## config.mk

```make
export PLATFORM = sky130hd
export DESIGN_NAME = nmea_coordinate_to_degrees_core
export DESIGN_NICKNAME = d
export VERILOG_FILES = /design/src/design/nctd_pkg.sv /design/src/design/nctd_div.sv /design/src/design/nmea_coordinate_to_degrees_core.sv
export SDC_FILE = /design/constraint.sdc
export NUM_CORES = 2
export LEC_CHECK = 0
export BUFFER_PORTS_ARGS = -buffer_cell sky130_fd_sc_hd__buf_2
export CAP_MARGIN = 20
export CORE_MARGIN = 1.5
export CORE_UTILIZATION = 55
export CTS_CLUSTER_SIZE = 16
export DETAILED_ROUTE_END_ITERATION = 10
export PLACE_DENSITY_LB_ADDON = 0.12
export SLEW_MARGIN = 20
export SYNTH_ARGS = -nofsm -noshare
export SYNTH_HDL_FRONTEND = slang
export SYNTH_SLANG_ARGS = --single-unit
```

## constraint.sdc

```tcl
create_clock -name i_clk -period 14.9 [get_ports i_clk]
set_input_delay 0 -clock i_clk [delete_from_list [all_inputs] [get_ports i_clk]]
set_output_delay 0 -clock i_clk [all_outputs]
set_load 0.05 [all_outputs]
```

## src/design/nctd_pkg.sv

```systemverilog
// Package for the NMEA coordinate to decimal degrees converter.
// Holds the payload structs, character and status codes, widths and the
// power-of-ten table. No dependencies.
package nctd_pkg;

    localparam int MAX_FRAC_DIGITS = 9;
    localparam int OUT_FRAC_BITS   = 24;

    localparam int OUT_W     = 34;
    localparam int DEG_W     = 32;
    localparam int DEG_CAP_W = 10;                 // degree value is capped at 1023
    localparam int FRAC_W    = 40;
    localparam int SCALE_W   = 30;                 // holds 10^9
    localparam int DEN_W     = 36;                 // holds 60 * 10^9
    localparam int PROD_W    = DEN_W + DEG_CAP_W;
    localparam int MAG_W     = 48;                 // |deg*den + minutes|
    localparam int QINT_W    = 11;                 // integer degrees stay below 2^11
    localparam int QUOT_W    = QINT_W + OUT_FRAC_BITS;
    localparam int REM_W     = DEN_W + 1;

    localparam logic [DEG_W-1:0] DEG_CAP = DEG_W'((1 << DEG_CAP_W) - 1);
    localparam logic [OUT_W-2:0] MAG_LIMIT = '1;   // 2^33 - 1

    localparam logic [7:0] ASCII_ZERO = 8'h30;
    localparam logic [7:0] ASCII_NINE = 8'h39;
    localparam logic [7:0] CH_DOT     = 8'h2E;
    localparam logic [7:0] CH_N       = 8'h4E;
    localparam logic [7:0] CH_E       = 8'h45;
    localparam logic [7:0] CH_W       = 8'h57;
    localparam logic [7:0] CH_S       = 8'h53;

    localparam logic [1:0] ST_OK        = 2'd0;
    localparam logic [1:0] ST_MALFORMED = 2'd1;
    localparam logic [1:0] ST_SATURATED = 2'd2;
    localparam logic [1:0] ST_BAD_HEMI  = 2'd3;

    typedef struct packed {
        logic [7:0] char_byte;
        logic       last_byte;
        logic [7:0] hemisphere;
    } t_in_item;

    typedef struct packed {
        logic signed [OUT_W-1:0] degrees_q24;
        logic [1:0]              status;
    } t_out_item;

    typedef struct packed {
        logic busy;
        logic done;
    } t_div_stat;

    function automatic logic [SCALE_W-1:0] pow10(input logic [3:0] n);
        logic [SCALE_W-1:0] v;
        unique case (n)
            4'd0:    v = SCALE_W'(1);
            4'd1:    v = SCALE_W'(10);
            4'd2:    v = SCALE_W'(100);
            4'd3:    v = SCALE_W'(1000);
            4'd4:    v = SCALE_W'(10000);
            4'd5:    v = SCALE_W'(100000);
            4'd6:    v = SCALE_W'(1000000);
            4'd7:    v = SCALE_W'(10000000);
            4'd8:    v = SCALE_W'(100000000);
            4'd9:    v = SCALE_W'(1000000000);
            default: v = '0;
        endcase
        return v;
    endfunction

endpackage

```

## src/design/nctd_div.sv

```systemverilog
// Restoring divider, one quotient bit per cycle: floor(mag * 2^OUT_FRAC_BITS / den).
// Depends on nctd_pkg. The integer part of the quotient is known to fit QINT_W bits.
module nctd_div
    import nctd_pkg::*;
(
    input  logic              i_clk,
    input  logic              i_rst_n,
    input  logic              i_start,
    input  logic [MAG_W-1:0]  i_mag,
    input  logic [DEN_W-1:0]  i_den,
    output t_div_stat         o_stat,
    output logic [QUOT_W-1:0] o_quot
);

    localparam int CNT_W = $clog2(QUOT_W + 1);

    logic [REM_W-1:0]  r_rem;
    logic [QUOT_W-1:0] r_low;   // dividend bits in, quotient bits out
    logic [DEN_W-1:0]  r_den;
    logic [CNT_W-1:0]  r_cnt;
    logic              r_busy;
    logic              r_done;

    logic [REM_W-1:0]  trial;
    logic [REM_W-1:0]  diff;
    logic              q_bit;

    always_comb begin
        trial = {r_rem[REM_W-2:0], r_low[QUOT_W-1]};
        diff  = trial - {1'b0, r_den};
        q_bit = (trial >= {1'b0, r_den});
    end

    always_ff @(posedge i_clk) begin
        if (!i_rst_n) begin
            r_busy <= 1'b0;
            r_done <= 1'b0;
            r_cnt  <= '0;
        end else begin
            r_done <= 1'b0;
            if (i_start) begin
                r_busy <= 1'b1;
                r_cnt  <= CNT_W'(QUOT_W);
            end else if (r_busy) begin
                r_cnt <= r_cnt - 1'b1;
                if (r_cnt == CNT_W'(1)) begin
                    r_busy <= 1'b0;
                    r_done <= 1'b1;
                end
            end
        end
    end

    always_ff @(posedge i_clk) begin
        if (i_start) begin
            r_rem <= REM_W'(i_mag >> QINT_W);
            r_low <= {i_mag[QINT_W-1:0], {OUT_FRAC_BITS{1'b0}}};
            r_den <= i_den;
        end else if (r_busy) begin
            r_rem <= q_bit ? diff : trial;
            r_low <= {r_low[QUOT_W-2:0], q_bit};
        end
    end

    assign o_stat = '{busy: r_busy, done: r_done};
    assign o_quot = r_low;

    a_cnt_range: assert property (@(posedge i_clk) disable iff (!i_rst_n)
        r_busy |-> (r_cnt != '0 && r_cnt <= CNT_W'(QUOT_W)))
        else $error("divider step count out of range");

    a_rem_below_den: assert property (@(posedge i_clk) disable iff (!i_rst_n)
        (r_busy && !$past(i_start)) |-> (r_rem < {1'b0, r_den}))
        else $error("partial remainder not below divisor");

    a_done_after_busy: assert property (@(posedge i_clk) disable iff (!i_rst_n)
        r_done |-> $past(r_busy))
        else $error("done without a running division");

endmodule

```

## src/design/nmea_coordinate_to_degrees_core.sv

```systemverilog
// NMEA ddmm.mmmm coordinate field to signed decimal degrees, Q.24, one byte per
// transaction. Every byte but the last is taken without a stall. The last byte
// starts the conversion: a malformed field or unknown hemisphere goes from
// S_FINISH straight to S_DONE; a normal field passes S_MUL_MIN and S_MUL_TOT
// on the shared 36x10 multiplier (two passes), then S_DIV on the bit-serial
// divider (35 steps, one quotient bit a cycle). o_stall stays high until the
// result is loaded; it then waits in the output register while further bytes
// are taken. Depends on nctd_pkg and nctd_div.
module nmea_coordinate_to_degrees_core
    import nctd_pkg::*;
(
    input  logic      i_clk,
    input  logic      i_rst_n,
    input  logic      i_valid,
    input  t_in_item  i_data,
    output logic      o_stall,
    output logic      o_valid,
    output t_out_item o_data,
    input  logic      i_stall
);

    typedef enum logic [5:0] {
        S_IDLE    = 6'b000001,
        S_FINISH  = 6'b000010,
        S_MUL_MIN = 6'b000100,
        S_MUL_TOT = 6'b001000,
        S_DIV     = 6'b010000,
        S_DONE    = 6'b100000
    } t_state;

    t_state r_state;

    // field parse state
    logic [DEG_W-1:0]        r_deg_acc;
    logic                    r_deg_bad;
    logic [3:0]              r_rdig [2];
    logic                    r_rbad [2];
    logic [4:0]              r_int_cnt;
    logic                    r_dot;
    logic signed [FRAC_W-1:0] r_frac_acc;
    logic [3:0]              r_frac_cnt;
    logic [7:0]              r_hemi;

    // conversion datapath
    logic [DEN_W-1:0]        r_den;
    logic signed [MAG_W-1:0] r_mins;
    logic [MAG_W-1:0]        r_mag;
    logic                    r_neg;
    logic                    r_div_go;
    logic [1:0]              r_res_status;
    logic [QUOT_W-1:0]       r_quot;

    logic                    r_out_valid;
    t_out_item               r_out;

    // byte parsing
    logic                    in_acc;
    logic [7:0]              b;
    logic                    is_digit;
    logic [3:0]              digit;
    logic [DEG_W+3:0]        deg_x10;
    logic signed [8:0]       b_sgn;
    logic signed [FRAC_W-1:0] frac_next;

    // finishing
    logic                    malformed;
    logic                    hemi_known;
    logic                    hemi_neg;
    logic [SCALE_W-1:0]      scale;
    logic [DEN_W-1:0]        den_c;
    logic [6:0]              minutes_int;
    logic [DEG_CAP_W-1:0]    deg_c;
    logic [DEN_W-1:0]        mul_a;
    logic [DEG_CAP_W-1:0]    mul_b;
    logic [PROD_W-1:0]       mul_p;
    logic signed [MAG_W-1:0] total;
    logic                    sat;
    logic [OUT_W-2:0]        mag_fin;
    logic                    load;

    t_div_stat               div_stat;
    logic [QUOT_W-1:0]       div_quot;

    always_comb begin
        in_acc    = i_valid && !o_stall;
        b         = i_data.char_byte;
        is_digit  = (b >= ASCII_ZERO) && (b <= ASCII_NINE);
        digit     = is_digit ? 4'(b - ASCII_ZERO) : 4'd0;
        deg_x10   = ({4'b0, r_deg_acc} << 3) + ({4'b0, r_deg_acc} << 1)
                  + (DEG_W+4)'(r_rdig[1]);
        b_sgn     = $signed({1'b0, b}) - 9'sd48;
        frac_next = (r_frac_acc <<< 3) + (r_frac_acc <<< 1) + FRAC_W'(b_sgn);
    end

    always_comb begin
        malformed  = !r_dot || (r_int_cnt < 5'd2);
        hemi_known = (r_hemi == CH_N) || (r_hemi == CH_E)
                  || (r_hemi == CH_W) || (r_hemi == CH_S);
        hemi_neg   = (r_hemi == CH_W) || (r_hemi == CH_S);
        scale      = pow10(r_frac_cnt);
        den_c      = ({6'b0, scale} << 6) - ({6'b0, scale} << 2);   // 60 * scale
        minutes_int = ({3'b0, r_rdig[1]} << 3) + ({3'b0, r_rdig[1]} << 1)
                    + {3'b0, r_rdig[0]};
        deg_c      = r_deg_bad ? '0 :
                     (r_deg_acc > DEG_CAP) ? DEG_CAP[DEG_CAP_W-1:0]
                                           : r_deg_acc[DEG_CAP_W-1:0];
        // one multiplier: minutes * scale first, then degrees * den
        if (r_state == S_MUL_MIN) begin
            mul_a = DEN_W'(scale);
            mul_b = DEG_CAP_W'(minutes_int);
        end else begin
            mul_a = r_den;
            mul_b = deg_c;
        end
        mul_p   = mul_a * mul_b;
        total   = $signed({2'b0, mul_p}) + r_mins;
        sat     = r_quot > QUOT_W'(MAG_LIMIT);
        mag_fin = sat ? MAG_LIMIT : r_quot[OUT_W-2:0];
        load    = (r_state == S_DONE) && (!r_out_valid || !i_stall);
    end

    always_ff @(posedge i_clk) begin
        if (!i_rst_n) begin
            r_state     <= S_IDLE;
            r_deg_acc   <= '0;
            r_deg_bad   <= 1'b0;
            r_rdig[0]   <= '0;
            r_rdig[1]   <= '0;
            r_rbad[0]   <= 1'b0;
            r_rbad[1]   <= 1'b0;
            r_int_cnt   <= '0;
            r_dot       <= 1'b0;
            r_frac_acc  <= '0;
            r_frac_cnt  <= '0;
            r_div_go    <= 1'b0;
            r_out_valid <= 1'b0;
        end else begin
            r_div_go    <= (r_state == S_MUL_TOT);
            r_out_valid <= load || (r_out_valid && i_stall);
            unique case (r_state)
                S_IDLE: begin
                    if (in_acc) begin
                        if (!r_dot) begin
                            if (b == CH_DOT) begin
                                r_dot <= 1'b1;
                            end else begin
                                if (r_int_cnt >= 5'd2) begin
                                    if (r_rbad[1]) begin
                                        r_deg_bad <= 1'b1;
                                    end else begin
                                        r_deg_acc <= (deg_x10[DEG_W+3:DEG_W] != '0) ?
                                                     '1 : deg_x10[DEG_W-1:0];
                                    end
                                end
                                r_rdig[1] <= r_rdig[0];
                                r_rbad[1] <= r_rbad[0];
                                r_rdig[0] <= digit;
                                r_rbad[0] <= !is_digit;
                                if (r_int_cnt != 5'd31) begin
                                    r_int_cnt <= r_int_cnt + 1'b1;
                                end
                            end
                        end else if (r_frac_cnt < 4'(MAX_FRAC_DIGITS)) begin
                            r_frac_acc <= frac_next;
                            r_frac_cnt <= r_frac_cnt + 1'b1;
                        end
                        if (i_data.last_byte) begin
                            r_state <= S_FINISH;
                        end
                    end
                end
                S_FINISH: begin
                    if (malformed || !hemi_known) begin
                        r_state <= S_DONE;
                    end else begin
                        r_state <= S_MUL_MIN;
                    end
                end
                S_MUL_MIN: begin
                    r_state <= S_MUL_TOT;
                end
                S_MUL_TOT: begin
                    r_state  <= S_DIV;
                end
                S_DIV: begin
                    if (div_stat.done) begin
                        r_state <= S_DONE;
                    end
                end
                S_DONE: begin
                    if (load) begin
                        r_state     <= S_IDLE;
                        r_deg_acc   <= '0;
                        r_deg_bad   <= 1'b0;
                        r_rdig[0]   <= '0;
                        r_rdig[1]   <= '0;
                        r_rbad[0]   <= 1'b0;
                        r_rbad[1]   <= 1'b0;
                        r_int_cnt   <= '0;
                        r_dot       <= 1'b0;
                        r_frac_acc  <= '0;
                        r_frac_cnt  <= '0;
                    end
                end
                default: r_state <= S_IDLE;
            endcase
        end
    end

    // datapath registers, no reset needed
    always_ff @(posedge i_clk) begin
        if (in_acc && i_data.last_byte) begin
            r_hemi <= i_data.hemisphere;
        end
        if (r_state == S_FINISH) begin
            r_res_status <= malformed ? ST_MALFORMED :
                            (!hemi_known ? ST_BAD_HEMI : ST_OK);
            r_quot <= '0;
            r_neg  <= 1'b0;
        end
        if (r_state == S_MUL_MIN) begin
            r_den  <= den_c;
            // a bad minute digit zeroes the whole minutes, fraction included
            r_mins <= (r_rbad[0] || r_rbad[1]) ? '0 :
                      ($signed({2'b0, mul_p}) + MAG_W'(r_frac_acc));
        end
        if (r_state == S_MUL_TOT) begin
            r_neg <= total[MAG_W-1];
            r_mag <= total[MAG_W-1] ? MAG_W'(-total) : MAG_W'(total);
        end
        if (r_state == S_DIV && div_stat.done) begin
            r_quot <= div_quot;
        end
        if (load) begin
            r_out.degrees_q24 <= (r_neg ^ hemi_neg) ? -$signed({1'b0, mag_fin})
                                                    :  $signed({1'b0, mag_fin});
            r_out.status      <= sat ? ST_SATURATED : r_res_status;
        end
    end

    nctd_div u_div (
        .i_clk   (i_clk),
        .i_rst_n (i_rst_n),
        .i_start (r_div_go),
        .i_mag   (r_mag),
        .i_den   (r_den),
        .o_stat  (div_stat),
        .o_quot  (div_quot)
    );

    assign o_stall = (r_state != S_IDLE);
    assign o_valid = r_out_valid;
    assign o_data  = r_out;

    a_div_in_div_state: assert property (@(posedge i_clk) disable iff (!i_rst_n)
        div_stat.done |-> (r_state == S_DIV))
        else $error("divider finished outside the divide state");

    a_clear_after_load: assert property (@(posedge i_clk) disable iff (!i_rst_n)
        load |=> (r_int_cnt == '0 && !r_dot && r_frac_cnt == '0 && !r_deg_bad))
        else $error("field state not cleared after a result");

    a_frac_bound: assert property (@(posedge i_clk) disable iff (!i_rst_n)
        r_frac_cnt <= 4'(MAX_FRAC_DIGITS))
        else $error("fraction digit count past the limit");

    a_result_held: assert property (@(posedge i_clk) disable iff (!i_rst_n)
        (r_state == S_DONE && r_out_valid && i_stall) |=> (r_state == S_DONE))
        else $error("result produced over a pending transaction");

    a_div_idle_outside: assert property (@(posedge i_clk) disable iff (!i_rst_n)
        (r_state == S_IDLE) |-> !div_stat.busy)
        else $error("divider busy while taking bytes");

endmodule

```

==> run summary <==
For the pin with the worst max-slew slack, the measured transition is 1.08 ns. The flow ran to the end, and the final reports show no timing, DRC or antenna violations. Synthesized area per cell: 9.02 um2. The die span in y came out at 282 um.

Across the routed clock network, the largest skew measured is 0.0538 ns. The library cell used most frequently in the layout, excluding fill and tap cells, is nor2_1. Wires add up to 112 mm. The critical path is of the reg2reg type.

The cell that appears most often on the critical path is fa_1. The growth of design area from synthesis to finish is 7.82%, and the starting utilization of the core area is 55.9%. The flop and latch count out of synthesis is 448, and the count of antenna diodes in the layout is 0. In the synthesized netlist the dominant register cell turns out to be edfxtp_1. For the remaining global-route overflow, the log shows 0. The tools report the endpoint class of the critical path as a flop. Dividing the detail-routed wire length by the instance count gives 19.2 um. In the post-synthesis netlist, the biggest area contributors are edfxtp_1 (21%), fa_1 (15%), ha_1 (11%), dfxtp_1 (6.8%), nor2_1 (4.5%).

The global-route wire length before repair was 181 mm. In the layout the commonest cells are nor2_1 (510), inv_1 (439), nand2_1 (431). The detail route stage leaves a number of antenna-violating nets equal to 0. The routed layout has 34200 vias.

Subtracting the final worst setup slack from the clock period gives 12.30 ns. During synthesis, Yosys emitted a total of 0 warnings. The tools report the global routing usage on met3 as 5.25%.

In this run the count of I/O pins placed on the die edge is 59. In this run the post-CTS setup repair buffer count came out at 0. The cell area that synthesis handed to floorplanning was 42700 um2. Clock-pin slew was measured on the worst setup and hold paths at 0.06 ns.

The cell count after synthesis came out at 4733. The run gives 28.8% as the all-layer global routing usage. The via count of the first global-routing pass came out at 33100. Max-cap violations in this run came to 0.

The largest total area in the synthesized netlist belongs to edfxtp_1. After the flow finishes, the layout carries non-filler instances totaling 5820. In this design, the stage delay of the slowest critical-path cell is 0.78 ns. The slowest stage of the critical path belongs to the cell xnor2_2.

In the synthesized netlist the async set-or-reset flop fraction comes to 0%. The number of antenna violations at the first check in global routing came out at 1. The iteration count of the initial detailed-routing pass was 6; the fraction of final layout cells with drive strength greater than 1 was 5.28%. In this run, the number of DRC markers left after iteration 0 of detailed routing was 2794. Number of buffers on the longest clock path: 3.

The clock tree root driver cell is clkbuf_16. Yosys mapped a number of flops with a built-in enable equal to 302. The number of buffers inserted by port buffering is 58.

The logs give 0.939 for the global placer's final weighted congestion and 27.9% for the tightest slew margin relative to the limit. Setup repair after global routing left no endpoint under its margin. In this run, post-CTS repair resized a total of 0 instances. After synthesis, the netlist uses 92 different library cells. The detailed-route vias per instance is 5.88, and the clock latency on the worst-skew pair is 0.64 ns. For the worst setup path, the data arrival time is 12.63 ns. The horizontal extent of the die was 282 um; the accumulated negative setup slack was 0 ns. The die covers 79300 um2. The top-area cell type share of the netlist area is 21.3%, and the number of buffers created by CTS is 51.

Kind of start point of the critical path: a flop. TritonCTS built the clock tree. The number of pins with negative max-slew slack in the final report was 0.

The global routing usage on met2 came out at 44.5%. Type of the worst min-delay path: in2reg. The final critical path takes up 82.5% of the cycle.

The layout has 6817 filler cells. Clock sink count: 448. The global routing usage on met1 is 41.8%. The biggest fanout along the worst timing path was 30; the core area was 76300 um2. The tools report the number of remaining DRC errors as 0. Entering global routing, the biggest net connects 68 pins. The most utilized layer in the global route result was met2. The total instance count after detailed placement came out at 5702. For the sum of net half-perimeters after detailed placement, the log shows 88.1 mm. Hold violation count in the final report: 0.

Timing would allow up to 81.3 MHz. For the number of nets in the layout, the log shows 5443. The clock tree synthesis step divided the H-tree into 2 levels. Of the synthesized area, sequential elements account for 28.1%.

For the worst endpoint required time, the log shows 15.23 ns. The floorplan has 101 rows. Setup violations remaining at the end of the flow were counted as 0.
[final timing paths]
kind | from | endpoint | slack (ns) | cells after the start
setup reg to reg | r_deg_acc[31]$_SDFFE_PN0P_ | r_mag[29]$_DFFE_PP_ | 2.60 | 36
setup / recovery | r_deg_acc[31]$_SDFFE_PN0P_ | r_mag[29]$_DFFE_PP_ | 2.60 | 36
hold / removal | i_data[7] | r_hemi[7]$_DFFE_PP_ | 0.08 | 2
hold reg to reg | r_den[2]$_DFFE_PP_ | u_div.r_den[2]$_DFFE_PP_ | 0.49 | 0
[critical path, delay by kind of cell (launching register included)]
family	cells	cell delay [ns]
AO/OA/AOI/OAI	12	3.68
XOR/XNOR	2	0.98
adder cells (fa/ha/maj)	7	3.40
buffers and inverters	2	0.10
flip-flops	1	0.38
AND/OR/NAND/NOR	13	3.39
[routing by layer]
layer  vias to the layer above  part of all wire (%)
met5                         -                 0.012
met2                      1016                    44
met4                         2                   2.6
met3                       137                   7.3
li1                      16600                     -
met1                     16400                    46
[per-stage QoR]
step                hold WS, ns  setup slack, ns  util (%)  cell area, um2
floorplan                0.0989             3.00         -           42700
global placement          0.177             2.82      57.6           44000
detailed placement        0.179             2.74      57.6           44000
CTS                      0.0346             2.64      60.3           46000
global route             0.0664             1.89      60.3           46000
finish                   0.0783             2.60      60.3           46000
[cell families after synthesis]
kind of cell,Yosys count,share of synthesized area (%)
AOI/OAI and AO/OA,1171,17.6
other,2,0.0176
xor gates and xnor gates,295,6.05
buffers and inverters,602,5.35
adders and majority gates,674,25.3
DFF,448,28.1
muxes,65,1.56
and+or+nand+nor,1476,16.0
[cells in the mapped netlist (all sizes together) (44+ instances only)]
master and instances:
inv 442, xor2 110, mux2i 53, o21a 62
a22oi 46, a211oi 44, clkbuf 127, ha 360
and2 44, nand2 432, and3 93, edfxtp 302
a21oi 323, o21ai 257, a21o 153, dfxtp 146
nor2 510, xnor2 185, nand3 66, nor3 90
fa 314
[registers in the layout (all words and copies together) (netlist names), 2 cells and up]
name and count:
u_div.o_quot 35, u_div.r_rem 36, r_deg_acc 32, u_div.r_den 34, r_state 6, r_mag 47, r_quot 35, r_frac_cnt 4
o_data 36, r_rdig 8, r_den 34, r_int_cnt 5, r_mins 48, r_rbad 2, u_div.r_cnt 6, r_hemi 8
scale 23, r_frac_acc 40, r_res_status 2
[layout make-up]
| type | count | area [um2] | share of cell area, % |
|---|---|---|---|
| Multi-Input combinational cell | 3687 | 28500 | 61.9 |
| Timing Repair Buffer | 117 | 791 | 1.72 |
| Tap cell | 1030 | 1290 | 2.80 |
| Inverter | 443 | 1670 | 3.62 |
| Clock inverter | 24 | 353 | 0.767 |
| Clock buffer | 71 | 1430 | 3.11 |
| Sequential cell | 448 | 12000 | 26.1 |
[repair_timing]
item                                    4_1_cts  5_1_grt
hold endpoints to repair                     37        0
hold buffers                                 23        0
endpoints found under the setup margin        0        0
Power is not shown: default switching activity piles up to over one toggle a cycle in this logic, so the estimate is an artifact.
